`src/lsd_pkg.sv`:
```
// ----------------------------------------------------------------------------
// lsd_pkg
// Shared codes and types for the LIFO stack with dup and swap.
// ----------------------------------------------------------------------------
`default_nettype none

package lsd_pkg;

	// request action codes
	typedef logic [2:0] action_t;
	localparam action_t ACT_PUSH  = 3'd0;
	localparam action_t ACT_POP   = 3'd1;
	localparam action_t ACT_PEEK  = 3'd2;
	localparam action_t ACT_DUP   = 3'd3;
	localparam action_t ACT_SWAP  = 3'd4;
	localparam action_t ACT_CLEAR = 3'd5;

	// result status codes
	typedef logic [1:0] status_t;
	localparam status_t STAT_OK    = 2'd0;
	localparam status_t STAT_EMPTY = 2'd1;
	localparam status_t STAT_FULL  = 2'd2;

	localparam int WORD_W   = 64;

	typedef logic [WORD_W-1:0] word_t;

	// controller states
	typedef enum logic [1:0] {
		S_IDLE = 2'b01,
		S_EXEC = 2'b10
	} state_t;

	// update control from the action decoder
	typedef struct packed {
		logic    wr_en;
		logic    top_we;
		status_t status;
	} upd_ctl_t;

endpackage

`default_nettype wire

```
`src/lsd_update.sv`:
```
// ----------------------------------------------------------------------------
// lsd_update
// Action decoder: from the count, the top register and the word read below
// the top, works out the result, the new count, the new top and the write.
// ----------------------------------------------------------------------------
`default_nettype none

module lsd_update #(
	parameter int DEPTH = 128
) (
	input  wire logic [2:0]                     action,
	input  wire logic [63:0]                    push_word,
	input  wire logic [$clog2(DEPTH+1)-1:0]     count,
	input  wire logic [63:0]                    top,
	input  wire logic [63:0]                    below,
	output      logic [63:0]                    result,
	output      logic [$clog2(DEPTH+1)-1:0]     new_count,
	output      logic [63:0]                    new_top,
	output      logic [$clog2(DEPTH)-1:0]       wr_addr,
	output      logic [63:0]                    wr_data,
	output      lsd_pkg::upd_ctl_t              ctl
);

	localparam int CW = $clog2(DEPTH + 1);
	localparam int AW = $clog2(DEPTH);

	logic          empty;
	logic          full;
	logic          two_plus;
	logic [CW-1:0] cnt_m1;
	logic [CW-1:0] cnt_m2;
	logic [63:0]   top_or_zero;

	assign empty       = (count == '0);
	assign full        = (count == CW'(DEPTH));
	assign two_plus    = (count > CW'(1));
	assign cnt_m1      = count - CW'(1);
	assign cnt_m2      = count - CW'(2);
	assign top_or_zero = empty ? 64'd0 : top;

	// decode the action
	always_comb begin
		result     = top_or_zero;
		new_count  = count;
		new_top    = top;
		wr_addr    = cnt_m1[AW-1:0];
		wr_data    = top;
		ctl.wr_en  = 1'b0;
		ctl.top_we = 1'b0;
		ctl.status = lsd_pkg::STAT_OK;
		unique case (action)
			lsd_pkg::ACT_PUSH: begin
				if (full) begin
					ctl.status = lsd_pkg::STAT_FULL;
				end else begin
					// spill the old top into memory, the new word becomes top
					ctl.wr_en  = !empty;
					ctl.top_we = 1'b1;
					new_top    = push_word;
					new_count  = count + CW'(1);
					result     = push_word;
				end
			end
			lsd_pkg::ACT_POP: begin
				if (empty) begin
					ctl.status = lsd_pkg::STAT_EMPTY;
				end else begin
					ctl.top_we = 1'b1;
					new_top    = below;
					new_count  = cnt_m1;
					result     = top;
				end
			end
			lsd_pkg::ACT_PEEK: begin
				if (empty) begin
					ctl.status = lsd_pkg::STAT_EMPTY;
				end
			end
			lsd_pkg::ACT_DUP: begin
				if (empty) begin
					ctl.status = lsd_pkg::STAT_EMPTY;
				end else if (full) begin
					ctl.status = lsd_pkg::STAT_FULL;
				end else begin
					ctl.wr_en = 1'b1;
					new_count = count + CW'(1);
				end
			end
			lsd_pkg::ACT_SWAP: begin
				if (!two_plus) begin
					ctl.status = lsd_pkg::STAT_EMPTY;
				end else begin
					// old top goes below, the entry below becomes top
					ctl.wr_en  = 1'b1;
					ctl.top_we = 1'b1;
					wr_addr    = cnt_m2[AW-1:0];
					new_top    = below;
					result     = below;
				end
			end
			lsd_pkg::ACT_CLEAR: begin
				new_count = '0;
				result    = 64'd0;
			end
			default: begin
				result = top_or_zero;
			end
		endcase
	end

endmodule

`default_nettype wire

```
`config.mk`:
```
export PLATFORM = sky130hd
export DESIGN_NAME = lsd_update
export DESIGN_NICKNAME = d
export VERILOG_FILES = /design/src/lsd_pkg.sv /design/src/lsd_update.sv
export SDC_FILE = /design/constraint.sdc
export NUM_CORES = 1
export LEC_CHECK = 0
export BUFFER_PORTS_ARGS = -buffer_cell sky130_fd_sc_hd__buf_2
export CAP_MARGIN = 20
export CORE_AREA = 2 2 160 162
export DETAILED_ROUTE_END_ITERATION = 7
export DIE_AREA = 0 0 162 164
export MAX_ROUTING_LAYER = met4
export SYNTH_ARGS = -nofsm -noshare
export SYNTH_HDL_FRONTEND = slang
export SYNTH_SLANG_ARGS = --single-unit
export TNS_END_PERCENT = 20
```
`constraint.sdc`:
```
create_clock -name vclk -period 4.5
set_clock_uncertainty 0.1 [all_clocks]
set_input_delay 0.9 -clock vclk [all_inputs]
set_output_delay 0.9 -clock vclk [all_outputs]
set_load 0.02 [all_outputs]
```
==> key figures, run 1 <==
Power
  – Sequential share of power: 0%
  – Share of power burned in the clock network: 0%
  – Sw Ratio: 64.5%
  – Psw: 605 uW
  – Pleak: 0.00332 uW
  – VDD IR max: 0.0000624 V
  – Power Total: 938 uW
  – Fraction of power consumed by combinational cells: 100.0%
  – PwrDens: 133 nW/um^2
  – P_int: 333 uW

Run
  – Max-cap check violation count: 0

STA
  – Fmax: 228 MHz
  – Clock period minus worst slack: 4390 ps
  – Finish-stage setup viols: 0
  – Max-slew headroom: 33.8%
  – Final Hold Slack: 1930 ps
  – RSZ-0062 raised after global routing: no
  – Period utilization: 97.6%
  – Slew @ Worst Pin: 989 ps
  – Max Transition Viols Final: 0
  – Final setup TNS: 0 ps
  – Final count of hold timing violations: 0

Finish
  – Nets: 1297
  – Clock buffer cells: 0
  – Flip-flop and latch count: 0
  – ANT cells: 0
  – Final non-filler cell total: 1416
  – Share of post-route cells with drive strength above 1: 48.9%
  – FILL cells: 2808
  – Storage cell area: 0 um^2
  – Fin area: 7040 um^2
  – Syn-to-layout area delta: 40.4%

Synthesis
  – Ys Warns: 0
  – Post-synth top cells: a22oi_1, a21oi_1, inv_1
  – Synth cell types: 54
  – Sequential area share after synthesis: 0%
  – Yosys top cell area share: 18.1%
  – Main area contributors after synthesis: a22oi_1, o221ai_1, buf_4, a31o_2, a21oi_1
  – Synthesized area per cell: 6.29 um^2
  – Area leader, netlist: a22oi_1
  – Instance count of the mapped netlist: 797
  – Post-Syn Area: 5020 um^2
  – Syn nets: 1006
  – Top-count cell post-synth: a22oi_1

Worst hold path
  – Hold Crit Depth: 2
  – Hold crit path type: in -> out

Critical path
  – Critical Path Sink Type: primary output
  – Critical Path RT: 3500 ps
  – Critical Path Source: count[1]
  – CP endpoint: result[4]
  – Max Fanout on Critical Path: 28
  – Crit path kind: in -> out
  – WP data arrival: 3390 ps
  – CP Launch Type: input pin

Route
  – Detailed Routing Iterations Pass 1: 6
  – DRC: 0
  – Total number of vias: 8199
  – Post-route ant nets: 0
  – Starting DRT DRC Count: 820
  – Final wirelength: 28800 um
  – WL/cell: 20.3 um
  – Vias per cell: 5.79

Die
  – Die height: 164 um
  – I/O pin count: 414
  – Row cnt: 58
  – Starting density of the core: 20.2%
  – Total die area: 26600 um^2
  – Width of the die: 162 um
  – Core region area: 24800 um^2

GRT
  – GRT Overall Usage: 19.5%
  – Largest net degree at the start of global routing: 75
  – First-pass GRT wire length: 40600 um
  – Initial antenna violation count: 0
  – Remaining global-route overflow: 0
  – Vias in the first global route: 7386

Place
  – Placed inst area: 7000 um^2
  – Placed cell count: 1412
  – IO buf count: 414
  – Post-DP HPWL: 20900 um
  – GPL Wtd Cong: 0.891

Run status
  – Outcome: finished clean
[cells by family (layout without fill, tap and decap cells)]
kind of cell / Yosys count / after routing / synth area share [%]
AOI/OAI and AO/OA: 426 / 427 / 60.8
and+or+nand+nor: 121 / 121 / 12.9
muxes: 2 / 2 / 0.399
adders and majority gates: 6 / 6 / 1.50
buffers and inverters: 235 / 523 / 23.1
xor gates and xnor gates: 7 / 7 / 1.22
[timing repair]
| item | CTS | global route |
|---|---|---|
| gates resized for setup | 3 | 0 |
| hold buffers | 0 | 0 |
| gates cloned | 1 | 0 |
| pin swaps | 1 | 0 |
| setup buffers | 0 | 3 |
| setup endpoints to repair | 1 | 3 |
[per-stage QoR]
stage                     util, %  setup WS [ps]
final                        28.4            107
after global routing         28.4           16.3
after CTS                    28.3           42.7
after detailed placement     28.2           -108
after global placement       28.2           14.0
after floorplan                 -            317
[routing by layer]
metal	routed length [um]	vias to the layer above	track usage (%)	part of all wire [%]
met5	0	-	-	0
met4	709	0	5.71	2.5
met3	2730	46	1.89	9.5
met2	14200	598	33.8	49
met1	11100	3907	23.9	39
li1	-	3648	-	-
[how the worst min path moves through the flow]
stage               startpoint     endpoint  slack [ps]
floorplan               top[0]   wr_data[0]        1810
global placement       top[38]  wr_data[38]        1930
detailed placement      top[0]   wr_data[0]        1930
CTS                     top[0]   wr_data[0]        1930
global route           top[61]  wr_data[61]        1940
finish                 top[61]  wr_data[61]        1930
[worst max-delay path, stage by stage]
cell and delay, ps:
buf_2 130, inv_1 160, ha_1 200, buf_4 160
or4b_4 500, o31ai_4 240, buf_4 390, a22oi_1 150
o21ai_0 300, buf_2 230
[power groups by stage]
| stage | sequential [uW] | combinational (uW) | clock [uW] |
|---|---|---|---|
| final | 0 | 938 | 0 |
| after global routing | 0 | 995 | 0 |
| after CTS | 0 | 930 | 0 |
| after detailed placement | 0 | 923 | 0 |
| after global placement | 0 | 920 | 0 |
| after floorplan | 0 | 582 | 0 |
[cells in the final DEF, fill, tap and decap left out, types with 4 or more instances in the layout]
cell type,instances
o21ai_1,9
nand2_1,9
ha_1,6
buf_2,414
a21oi_1,75
nor3_1,68
a22oi_1,120
o211ai_1,5
xnor2_1,5
buf_4,35
o221ai_1,64
o21ai_0,53
inv_1,70
buf_12,4
o31ai_1,11
nor2b_1,4
nor2_1,12
a31o_2,56
[area by class of cell]
class                      count  area [um^2]  share of cell area (%)
inverter                      70          263                    3.73
multi-input combinational    563         3950                    56.1
tap                          330          413                    5.86
timing repair buffer         453         2410                    34.3
Power figures use the tool's default switching activity.
==> inputs of run 2 (changes only) <==
Settings changed: ABC_AREA from default to 1, CORE_AREA 2 2 160 162 to 2 2 163 165, DIE_AREA 0 0 162 164 to 0 0 165 167.
==> run 2 against run 1 <==
Compared with the run above:
- count of clock-buffer cells in the layout unchanged
- sequential share of layout area unchanged
- synthesized cell count up 85%
- global-route usage up 3.5 points
- first-iteration DRC count up 35%
- largest cell class unchanged
- hold slack better by 32 ps
- routed wire length up 15%
==> key figures, run 2 <==
Place
  – Placed cell count: 2068 (+46%)
  – IO buf count: 414 (unchanged)
  – GPL Wtd Cong: 0.922 (+3.5%)
  – Post-DP HPWL: 23600 um (+13%)

Finish
  – Commonest non-fill, non-tap cell in the layout: nand3_1
  – Utilization after layout: 33.8% (+5.4 points)
  – Final non-filler cell total: 2070 (+46%)
  – Clock buffer cells: 0 (unchanged)
  – Most frequent cells in the layout: nand3_1, nand2_1, buf_2
  – Storage cell area: 0 um^2 (unchanged)
  – Nets: 1944 (+50%)
  – Share of post-route cells with drive strength above 1: 26.6% (-22 points)
  – Syn-to-layout area delta: 23.9%
  – Flip-flop and latch count: 0 (unchanged)

Synthesis
  – Main area contributors after synthesis: nand3_1, nand2_1, inv_1, buf_4, nand4_1
  – Post-synth top cells: nand3_1, nand2_1, inv_1
  – Top-count cell post-synth: nand3_1
  – Sequential area share after synthesis: 0% (unchanged)
  – Synth cell types: 27 (-50%)
  – Instance count of the mapped netlist: 1471 (+85%)
  – Ys Warns: 0 (unchanged)
  – Syn nets: 1680 (+67%)
  – Synthesized area per cell: 4.77 um^2 (-24%)
  – Area leader, netlist: nand3_1
  – Post-Syn Area: 7020 um^2 (+40%)
  – Yosys top cell area share: 32.2% (+14 points)

Die
  – Total die area: 27600 um^2 (+3.7%)
  – Width of the die: 165 um (+1.9%)
  – I/O pin count: 414 (unchanged)
  – Die height: 167 um (+1.8%)
  – Row cnt: 59 (+1.7%)
  – Starting density of the core: 27.3% (+7.0 points)
  – Core region area: 25800 um^2 (+3.8%)

STA
  – Max Transition Viols Final: 0 (unchanged)
  – Clock period minus worst slack: 3870 ps (-520 ps)
  – Max-slew headroom: 47.6% (+14 points)
  – Final count of hold timing violations: 0 (unchanged)
  – Fmax: 258 MHz (+13%)
  – Slew @ Worst Pin: 785 ps (-203 ps)
  – Finish-stage setup viols: 0 (unchanged)
  – Final Hold Slack: 1960 ps (+32.3 ps)
  – Final setup TNS: 0 ps (unchanged)
  – RSZ-0062 raised after global routing: no
  – Period utilization: 86.1% (-12 points)

GRT
  – Initial antenna violation count: 2 (+2)
  – First-pass GRT wire length: 50900 um (+25%)
  – GRT Overall Usage: 22.9% (+3.5 points)
  – Vias in the first global route: 9946 (+35%)
  – Largest net degree at the start of global routing: 79 (+5.3%)
  – Remaining global-route overflow: 0 (unchanged)

Critical path
  – CP Launch Type: input pin
  – Crit-path cells: buf_2 > inv_1 > ha_1 > o21ai_2 > nor2_8 > buf_4 > o21ai_0 > nand3_1 > nand3_1 > buf_2
  – Max Fanout on Critical Path: 52 (+86%)
  – Critical Path Sink Type: primary output
  – WP data arrival: 2870 ps (-520 ps)
  – Critical Path RT: 3500 ps (about the same)
  – WP buf/inv: 4 (-1)
  – CP delay by family, top: buffers and inverters
  – Crit path kind: in -> out
  – Slowest-stage cell, CP: buf_4
  – CP max stage delay: 460 ps (-40 ps)

Clock tree
  – Post-CTS Resized: 0 (-3)
  – Post-CTS Setup Bufs: 0 (unchanged)
  – Number of hold buffers added after CTS: 0 (unchanged)

Route
  – Starting DRT DRC Count: 1103 (+35%)
  – DRC: 0 (unchanged)
  – Post-route ant nets: 0 (unchanged)
  – Detailed Routing Iterations Pass 1: 7 (+1)
  – Total number of vias: 11000 (+34%)
  – Vias per cell: 5.30 (-8.4%)
  – Final wirelength: 33100 um (+15%)
  – WL/cell: 16.0 um (-21%)

Run status
  – Outcome: finished clean

Run
  – Max-cap check violation count: 0 (unchanged)

Worst hold path
  – Hold path endpoint: wr_data[45]
  – Hold crit path type: in -> out
  – Hold Crit Depth: 2 (unchanged)
  – Min-delay src: top[45]

Power
  – Pleak: 0.00511 uW (+54%)
  – Share of power burned in the clock network: 0% (unchanged)
  – PwrDens: 108 nW/um^2 (-19%)
  – Power Total: 943 uW (+0.54%)
  – Sequential share of power: 0% (unchanged)
  – P_int: 312 uW (-6.1%)
  – VDD IR max: 0.0000547 V (-12%)
  – Sw Ratio: 66.9% (+2.3 points)
  – Psw: 630 uW (+4.2%)
  – Fraction of power consumed by combinational cells: 100.0% (about the same)
[run 2: layer usage]
metal | vias to the layer above | share of wire [%] | GRT usage (%) | routed length (um)
met3 | 65 | 9.1 | 2.17 | 3000
met5 | - | 0 | - | 0
met1 | 4968 | 41 | 29.2 | 13500
li1 | 5262 | - | - | -
met4 | 0 | 1.9 | 5.94 | 643
met2 | 680 | 48 | 38.6 | 15900
[run 2: layout make-up]
class | instances | area (um^2)
diodes | 2 | 5.00
inverters | 216 | 811
well taps | 335 | 419
fillers | 3049 | 17100
multi-input cells | 1081 | 5120
repair buffers | 436 | 2350
[run 2: power groups by stage]
stage	combinational (uW)	sequential, uW	clock [uW]
6_report	943	0	0.0000595
5_1_grt	1020	0	0.0000594
4_1_cts	936	0	0
3_5_place_dp	932	0	0
3_3_place_gp	928	0	0
2_1_floorplan	600	0	0
[run 2: how the worst max path moves through the flow]
stage                              to  cells after the start      from
after CTS                 new_top[63]                     10  count[1]
after global routing       result[35]                     10  count[1]
final                      result[33]                     10  count[1]
after floorplan                ctl[0]                      8  count[1]
after global placement     result[28]                     11  count[0]
after detailed placement  new_top[63]                     10  count[1]
[run 2: cells by family after synthesis]
| group | share of synthesized area, % |
|---|---|
| XOR/XNOR | 1.25 |
| buffers and inverters | 27.4 |
| AND/OR/NAND/NOR | 64.5 |
| adder cells (fa/ha/maj) | 1.07 |
| AO/OA/AOI/OAI | 5.72 |
[run 2: stage by stage]
stage / instance area (um^2) / worst slack, ps
6_report: 8700 / 626
5_1_grt: 8700 / 481
4_1_cts: 8700 / 648
3_5_place_dp: 8700 / 651
3_3_place_gp: 8700 / 706
2_1_floorplan: 7020 / 1210
==> inputs of run 3 (changes only) <==
Settings changed: CORE_AREA 2 2 163 165 to default, CORE_ASPECT_RATIO from default to 0.5, CORE_UTILIZATION from default to 35, DIE_AREA 0 0 165 167 to default, PLACE_DENSITY from default to 0.67.
==> run 3 against run 2 <==
Compared with the run above:
- sequential cell count unchanged
- hold slack barely moved
- largest cell class unchanged
- non-clock buffer count rose by 6
- global-route usage grew 5.0 points
- via count fell by 2.0%
- setup slack gained 29 ps
==> key figures, run 3 (synthesized netlist as in run 2, its figures left out) <==
Finish
  – Nets: 1950 (+0.31%)
  – Syn-to-layout area delta: 23.6%
  – Most frequent cells in the layout: nand3_1, nand2_1, buf_2
  – Footprint of the multi-input gates: 5120 um^2 (unchanged)
  – Flip-flop and latch count: 0 (unchanged)
  – Final non-filler cell total: 2008 (-3.0%)
  – Clock buffer cells: 0 (unchanged)
  – Share of post-route cells with drive strength above 1: 26.9% (+0.25 points)
  – Utilization after layout: 44.4% (+11 points)
  – FILL cells: 2270 (-26%)
  – Storage cell area: 0 um^2 (unchanged)
  – Commonest non-fill, non-tap cell in the layout: nand3_1

Die
  – Total die area: 20700 um^2 (-25%)
  – Width of the die: 202 um (+23%)
  – Starting density of the core: 35.9% (+8.7 points)
  – Die height: 102 um (-39%)
  – Core region area: 19500 um^2 (-24%)
  – I/O pin count: 414 (unchanged)
  – Row cnt: 36 (-39%)

Route
  – M1 WL: 13400 um (-0.73%)
  – DRC: 0 (unchanged)
  – Final wirelength: 30500 um (-7.9%)
  – Post-route ant nets: 0 (unchanged)
  – Total number of vias: 10800 (-2.0%)
  – Starting DRT DRC Count: 1060 (-3.9%)
  – Vias per cell: 5.36 (+1.0%)
  – Detailed Routing Iterations Pass 1: 6 (-1)
  – WL/cell: 15.2 um (-5.1%)
  – WL met2: 13800 um (-14%)
  – Top routing layer used: met4
  – Met3 Wirelength: 2760 um (-8.0%)

Place
  – IO buf count: 414 (unchanged)
  – Placed cell count: 2005 (-3.0%)
  – GPL Wtd Cong: 0.917 (-0.51%)
  – Post-DP HPWL: 22200 um (-5.9%)

Worst hold path
  – Hold Crit Depth: 2 (unchanged)
  – Hold path endpoint: wr_data[14]
  – Hold crit path type: in -> out
  – Min-delay src: top[14]

Critical path
  – CP Launch Type: input pin
  – Crit-path cells: buf_2 > inv_1 > ha_1 > nand2_2 > nor2_4 > buf_4 > o21ai_0 > nand3_1 > nand3_1 > buf_2
  – Slowest-stage cell, CP: nor2_4
  – Critical Path Sink Type: primary output
  – CP max stage delay: 480 ps (+20 ps)
  – CP delay by family, top: simple AND/OR/NAND/NOR gates
  – Critical Path RT: 3500 ps (about the same)
  – WP data arrival: 2850 ps (-20 ps)
  – Max Fanout on Critical Path: 14 (-73%)
  – Crit path kind: in -> out
  – WP buf/inv: 4 (unchanged)

GRT
  – First-pass GRT wire length: 46500 um (-8.7%)
  – Vias in the first global route: 9090 (-8.6%)
  – Remaining global-route overflow: 0 (unchanged)
  – Largest net degree at the start of global routing: 71 (-10%)
  – GRT Overall Usage: 27.9% (+5.0 points)
  – Initial antenna violation count: 2 (unchanged)

STA
  – Max Transition Viols Final: 0 (unchanged)
  – Final count of hold timing violations: 0 (unchanged)
  – RSZ-0062 raised after global routing: no
  – Period utilization: 85.4% (-0.64 points)
  – Clock period minus worst slack: 3850 ps (-28.6 ps)
  – Final setup TNS: 0 ps (unchanged)
  – Fmax: 260 MHz (+0.74%)
  – Slew @ Worst Pin: 669 ps (-116 ps)
  – Max-slew headroom: 55.3% (+7.6 points)
  – Final Hold Slack: 1960 ps (+0.0700 ps)
  – Finish-stage setup viols: 0 (unchanged)

Clock tree
  – Number of hold buffers added after CTS: 0 (unchanged)
  – Post-CTS Resized: 0 (unchanged)
  – Post-CTS Setup Bufs: 0 (unchanged)

Run
  – Max-cap check violation count: 0 (unchanged)

Power
  – Pleak: 0.00514 uW (+0.66%)
  – PwrDens: 107 nW/um^2 (-0.90%)
  – VDD IR max: 0.0000631 V (+15%)

Run status
  – Outcome: finished clean
[run 3: metrics by stage]
step / total power [uW] / setup WS (ps) / cell area (um^2)
after global placement: 919 / 690 / 8670
after detailed placement: 920 / 657 / 8670
after CTS: 923 / 653 / 8670
after floorplan: 600 / 1210 / 7020
final: 931 / 655 / 8680
after global routing: 1010 / 480 / 8670
[run 3: where the power goes]
part	internal, uW	total [uW]	switching (uW)
Clock	0.0000895	0.0000895	0
Combinational	314	931	617
Sequential	0	0	0
[run 3: per-layer routing]
metal / vias up / global-route usage, %
li1: 5278 / -
met1: 4811 / 37.9
met2: 606 / 43.7
met3: 62 / 3.89
met4: 0 / 6.07
met5: - / -
[run 3: area by class of cell]
cell class	instances	area share [%]
multi-input combinational	1081	59.0
antenna	3	0.0865
inverter	216	9.35
tap	266	3.84
timing repair buffer	442	27.7
[run 3: worst max-delay path by stage]
| stage | startpoint | end | slack, ps | cells past startpoint |
|---|---|---|---|---|
| after floorplan | count[1] | ctl[0] | 1210 | 8 |
| after global placement | count[1] | new_top[41] | 690 | 10 |
| after detailed placement | count[1] | result[48] | 660 | 10 |
| after CTS | count[1] | result[48] | 650 | 10 |
| after global routing | count[1] | new_top[41] | 480 | 10 |
| final | count[1] | result[53] | 650 | 10 |
